### config.mk
export PLATFORM = sky130hd
export DESIGN_NAME = wfba_run_unit
export DESIGN_NICKNAME = d
export VERILOG_FILES = /design/src/sv/worst_fit_block_allocator_unit_assert.svh /design/src/sv/wfba_pkg.sv /design/src/sv/wfba_run_unit.sv
export SDC_FILE = /design/constraint.sdc
export NUM_CORES = 1
export LEC_CHECK = 0
export BUFFER_PORTS_ARGS = -buffer_cell sky130_fd_sc_hd__buf_2
export CELL_PAD_IN_SITES_DETAIL_PLACEMENT = 1
export CELL_PAD_IN_SITES_GLOBAL_PLACEMENT = 2
export CORE_MARGIN = 2
export CORE_UTILIZATION = 35
export CTS_BUF_LIST = sky130_fd_sc_hd__clkbuf_16
export CTS_CLUSTER_SIZE = 14
export DETAILED_ROUTE_END_ITERATION = 7
export PLACE_DENSITY = 0.86
export SLEW_MARGIN = 20
export SYNTH_ARGS = -nofsm -noshare
export SYNTH_HDL_FRONTEND = slang
export SYNTH_SLANG_ARGS = --single-unit
### constraint.sdc
create_clock -name i_clk -period 2.7 [get_ports i_clk]
set_input_delay 0.27 -clock i_clk [delete_from_list [all_inputs] [get_ports i_clk]]
set_output_delay 0.27 -clock i_clk [all_outputs]
set_load 0.1 [all_outputs]
### src/sv/worst_fit_block_allocator_unit_assert.svh
// ---------------------------------------------------------------------------
// Allocator assertion macros
// Concurrent checks that compile away when SYNTHESIS is set.
// ---------------------------------------------------------------------------
`ifndef WORST_FIT_BLOCK_ALLOCATOR_UNIT_ASSERT_SVH
`define WORST_FIT_BLOCK_ALLOCATOR_UNIT_ASSERT_SVH

`ifndef SYNTHESIS
// same-cycle implication
`define WFBA_ASSERT_IMP(name, clk, rst_n, ante, cons) \
    name: assert property (@(posedge clk) disable iff (!(rst_n)) (ante) |-> (cons)) \
        else $error("wfba assertion failed");
// next-cycle implication
`define WFBA_ASSERT_NXT(name, clk, rst_n, ante, cons) \
    name: assert property (@(posedge clk) disable iff (!(rst_n)) (ante) |=> (cons)) \
        else $error("wfba assertion failed");
`else
`define WFBA_ASSERT_IMP(name, clk, rst_n, ante, cons)
`define WFBA_ASSERT_NXT(name, clk, rst_n, ante, cons)
`endif

`endif

### src/sv/wfba_pkg.sv
// ---------------------------------------------------------------------------
// Allocator package
// Field widths, opcodes, status codes and shared types.
// ---------------------------------------------------------------------------
package wfba_pkg;

    localparam int MAP_DEPTH_DEF = 1024;
    localparam int OWNER_W       = 8;
    localparam int SIZE_W        = 11;
    localparam int POS_W         = 10;
    localparam int STATUS_W      = 2;

    localparam logic OP_ALLOC   = 1'b0;
    localparam logic OP_RELEASE = 1'b1;

    localparam logic [STATUS_W-1:0] ST_ALLOC_OK   = 2'd0;
    localparam logic [STATUS_W-1:0] ST_ALLOC_FAIL = 2'd1;
    localparam logic [STATUS_W-1:0] ST_RELEASED   = 2'd2;
    localparam logic [STATUS_W-1:0] ST_NOTHING    = 2'd3;

    // one map entry: owned flag plus owner id
    typedef struct packed {
        logic               owned;
        logic [OWNER_W-1:0] owner;
    } t_cell;

    // commands to the run tracker
    typedef struct packed {
        logic clear;
        logic step;
        logic free;
    } t_run_ctl;

endpackage

### src/sv/wfba_run_unit.sv
// ---------------------------------------------------------------------------
// Allocator run tracker
// Counts free runs one cell per step and keeps the longest, first found.
// ---------------------------------------------------------------------------
module wfba_run_unit #(
    parameter int MAP_DEPTH = wfba_pkg::MAP_DEPTH_DEF,
    parameter int AW        = $clog2(MAP_DEPTH)
) (
    input  logic               i_clk,
    input  logic               i_rst_n,
    input  wfba_pkg::t_run_ctl i_ctl,
    input  logic [AW-1:0]      i_addr,
    output logic [AW:0]        o_best_len,
    output logic [AW-1:0]      o_best_at
);
    import wfba_pkg::*;

    logic [AW:0]   r_run_len;
    logic [AW-1:0] r_run_at;
    logic [AW:0]   r_best_len;
    logic [AW-1:0] r_best_at;

    always_ff @(posedge i_clk) begin
        if (!i_rst_n || i_ctl.clear) begin
            r_run_len  <= '0;
            r_run_at   <= '0;
            r_best_len <= '0;
            r_best_at  <= '0;
        end else if (i_ctl.step) begin
            if (i_ctl.free) begin
                if (r_run_len == '0) begin
                    r_run_at <= i_addr;
                end
                r_run_len <= r_run_len + 1'b1;
            end else begin
                // strict compare keeps the earlier run on a tie
                if (r_run_len > r_best_len) begin
                    r_best_len <= r_run_len;
                    r_best_at  <= r_run_at;
                end
                r_run_len <= '0;
            end
        end
    end

    assign o_best_len = r_best_len;
    assign o_best_at  = r_best_at;

endmodule
==> metrics.md <==
| Metric | Value |
|---|---|
| Syn Area/Cell | `9.63 µm²` |
| Clock buffer depth | `2` |
| Initial Util | `36.7%` |
| HP Start | `i_addr[1]` |
| Crit-path max FO | `21` |
| Reg2reg end | `o_best_at[4]` |
| Met2 wire len | `2480 µm` |
| PD cells | `530 mW/mm²` |
| Port Buffers | `35` |
| Slew Limit Fails | `0` |
| Worst Skew | `3.60 ps` |
| Largest net degree at the start of global routing | `33` |
| Clk pwr share | `50.2%` |
| TritonCTS Sinks | `42` |
| CP Class | `flip-flop to flip-flop` |
| Gates resized, CTS repair | `0` |
| DR WL/cell | `15.2 µm` |
| Tot Pwr | `1.38 mW` |
| Routed wire length | `5130 µm` |
| Fillers | `690` |
| Gate power share | `4.3%` |
| Reg2reg setup slack | `440 ps` |
| Min Tclk post-route | `2260 ps` |
| Antenna violations before repair | `0` |
| CORE AREA | `0.00599 mm²` |
| Drt pass-1 iters | `4` |
| Worst-Skew Late Latency | `290 ps` |
| Net Sw Frac | `21.4%` |
| # setup viols final | `0` |
| Fmax | `442 MHz` |
| Post-route cell area | `0.00260 mm²` |
| Top Metal Used | `met4` |
| WHS Endpoint | `r_run_at[1]` |
| Seq cells post-synth | `42` |
| Post-DP Area | `0.00243 mm²` |
| Layout cell share with drive strength beyond 1 | `38.4%` |
| Cell Rows | `28` |
| Setup crit start kind | `flip-flop` |
| Setup Buffers After CTS | `0` |
| Initial DRC Count | `69` |
| WL met1 | `2420 µm` |
| Hold_buf cts | `0` |
| Routed Antenna Nets | `0` |
| Tcrit/Tclk final | `83.7%` |
| Maxcap violations | `0` |
| CTS tree | `done` |
| Cells after synthesis | `228` |
| Synth warn | `0` |
| Clock-pin slew on the worst setup and hold paths | `60 ps` |
| Multi-input gate area | `0.00122 mm²` |
| Setup TNS | `0 ps` |
| GP Congestion | `0.762` |
| Final nets | `290` |
| Internal power | `1.08 mW` |
| Total grt overflow | `0` |
| Status | `finished clean` |
| IO Pins | `36` |
| Sequential share of power | `45.5%` |
| Num CTS Buffers | `5` |
| Cell Area, Synth | `0.00220 mm²` |
| H-tree lvl count | `2` |
| CTS root buffer | `clkbuf_16` |
| Die area | `0.00692 mm²` |
| Die span in y | `83.2 µm` |
| ANT cells | `0` |
| Sequential fraction of the synthesis area | `38.3%` |
| Worst reg2reg startpoint | `r_run_len[8]` |
| RSZ-0062 raised after global routing | `false` |
| Remaining DRCs | `0` |
| Fin. Hold Viols | `0` |
| WP data arrival | `2480 ps` |
| NetSw | `295 µW` |
| Register Area | `841 µm²` |
| Lkg Pwr | `0.960 nW` |
| Hold Path Class | `input port to flip-flop` |
| Crit end category | `flip-flop` |
| Mapped Nets | `256` |
| Synth cell types | `31` |
| GR Util All Layers | `15.6%` |
| Vias in the first global route | `1823` |
| Peak VDD IR | `0.000308 V` |
| First-pass GRT wire length | `8850 µm` |
| Slew at the pin closest to its max-slew limit | `676 ps` |
| R2R cell count | `6` |
| Final HPWL DP | `3730 µm` |
| Via count | `1716` |
| Vias per Instance | `5.08` |
| Met3 WL | `146 µm` |
| Die W | `83.2 µm` |
| Area grow syn2layout | `18.6%` |
| Worst path required time | `2920 ps` |
| Slew headroom | `54.8%` |
| Worst hold path cell count | `3` |
## power groups by stage
stage,sequential [mW],clock (mW),combinational [mW]
floorplan,0.641,0,0.0414
global placement,0.641,0,0.0590
detailed placement,0.641,0,0.0607
CTS,0.627,0.713,0.0610
global route,0.627,0.744,0.0663
finish,0.627,0.693,0.0595
## stage by stage
step,setup slack (ps),cells,hold slack (ps),util [%]
after global placement,544,330,448,40.6
final,439,338,213,43.5
after CTS,440,338,209,43.5
after global routing,273,338,219,43.5
after floorplan,147,228,414,-
after detailed placement,458,330,457,40.6
## layer usage
| metal | track usage [%] | up-vias |
|---|---|---|
| li1 | - | 865 |
| met1 | 19.8 | 818 |
| met2 | 26.0 | 26 |
| met5 | 0 | - |
| met3 | 2.98 | 7 |
| met4 | 5.96 | 0 |
## cells in the final DEF (no fill, tap or decap), types with 2 or more instances in the layout
master,instances
dfxtp_1,42
buf_2,35
a21oi_2,23
nor2_1,23
o21ai_1,21
nand3_2,20
inv_1,13
ha_1,13
mux2i_1,10
buf_4,8
nand4_1,6
xor2_1,6
nand2_1,5
clkbuf_16,5
nand2b_1,4
nand3_1,4
a21oi_1,3
xnor2_1,3
nor4b_1,3
a211oi_2,2
o21ai_0,2
## how the worst max path moves through the flow
stage | endpoint | startpoint
floorplan | o_best_at[6] | o_best_len[8]
global placement | o_best_at[4] | o_best_len[2]
detailed placement | o_best_at[2] | r_run_len[8]
CTS | o_best_at[2] | r_run_len[8]
global route | o_best_at[1] | r_run_len[8]
finish | o_best_at[4] | r_run_len[8]
## critical path, stage by stage (launching register included)
cell and delay, ps:
dfxtp_1 380, ha_1 350, nand4_1 180, a211oi_2 420, a2111o_2 570, nand3_1 150, a21oi_1 150
## flip-flops by register name, summed over array words and instances (netlist names)
register and flops:
o_best_at 10, o_best_len 11, r_run_at 10, r_run_len 11
## logic make-up (layout without fill, tap and decap cells)
logic type                 count (synthesis)  after routing  synth area share [%]
AOI/OAI and AO/OA                         56             56                  19.3
xor gates and xnor gates                   9              9                  3.59
adders and majority gates                 13             13                  7.41
buffers and inverters                     29             64                  6.67
DFF                                       42             42                  38.3
muxes                                     10             10                  4.56
and+or+nand+nor                           69             69                  20.2
## Yosys cell counts
cell type	n	share of area [%]
a2111o_2	1	0.57
a2111oi_4	1	1.3
a211oi_2	2	1.1
a21oi_1	3	0.68
a21oi_2	23	9.2
a41o_1	1	0.46
a41oi_1	1	0.40
and4_2	1	0.46
buf_1	1	0.17
buf_2	6	1.4
buf_6	4	2.1
clkbuf_1	5	0.85
dfxtp_1	42	38
ha_1	13	7.4
inv_1	13	2.2
mux2i_1	10	4.6
nand2_1	5	0.85
nand2b_1	4	1.1
nand3_1	4	0.91
nand3_2	20	9.1
nand3b_1	1	0.34
nand4_1	6	1.7
nor2_1	23	3.9
nor3_1	1	0.23
nor4b_1	3	1.2
o21ai_0	2	0.46
o21ai_1	21	4.8
o21ai_2	1	0.40
or3_1	1	0.29
xnor2_1	3	1.2
xor2_1	6	2.4
## area by class of cell
class	instances	share of cell area [%]
Timing Repair Buffer	43	9.03
Tap cell	75	3.60
Clock buffer	5	4.81
Clock inverter	3	1.68
Inverter	13	1.87
Sequential cell	42	32.3
Multi-Input combinational cell	157	46.7
(Power assumes the default switching activity.)
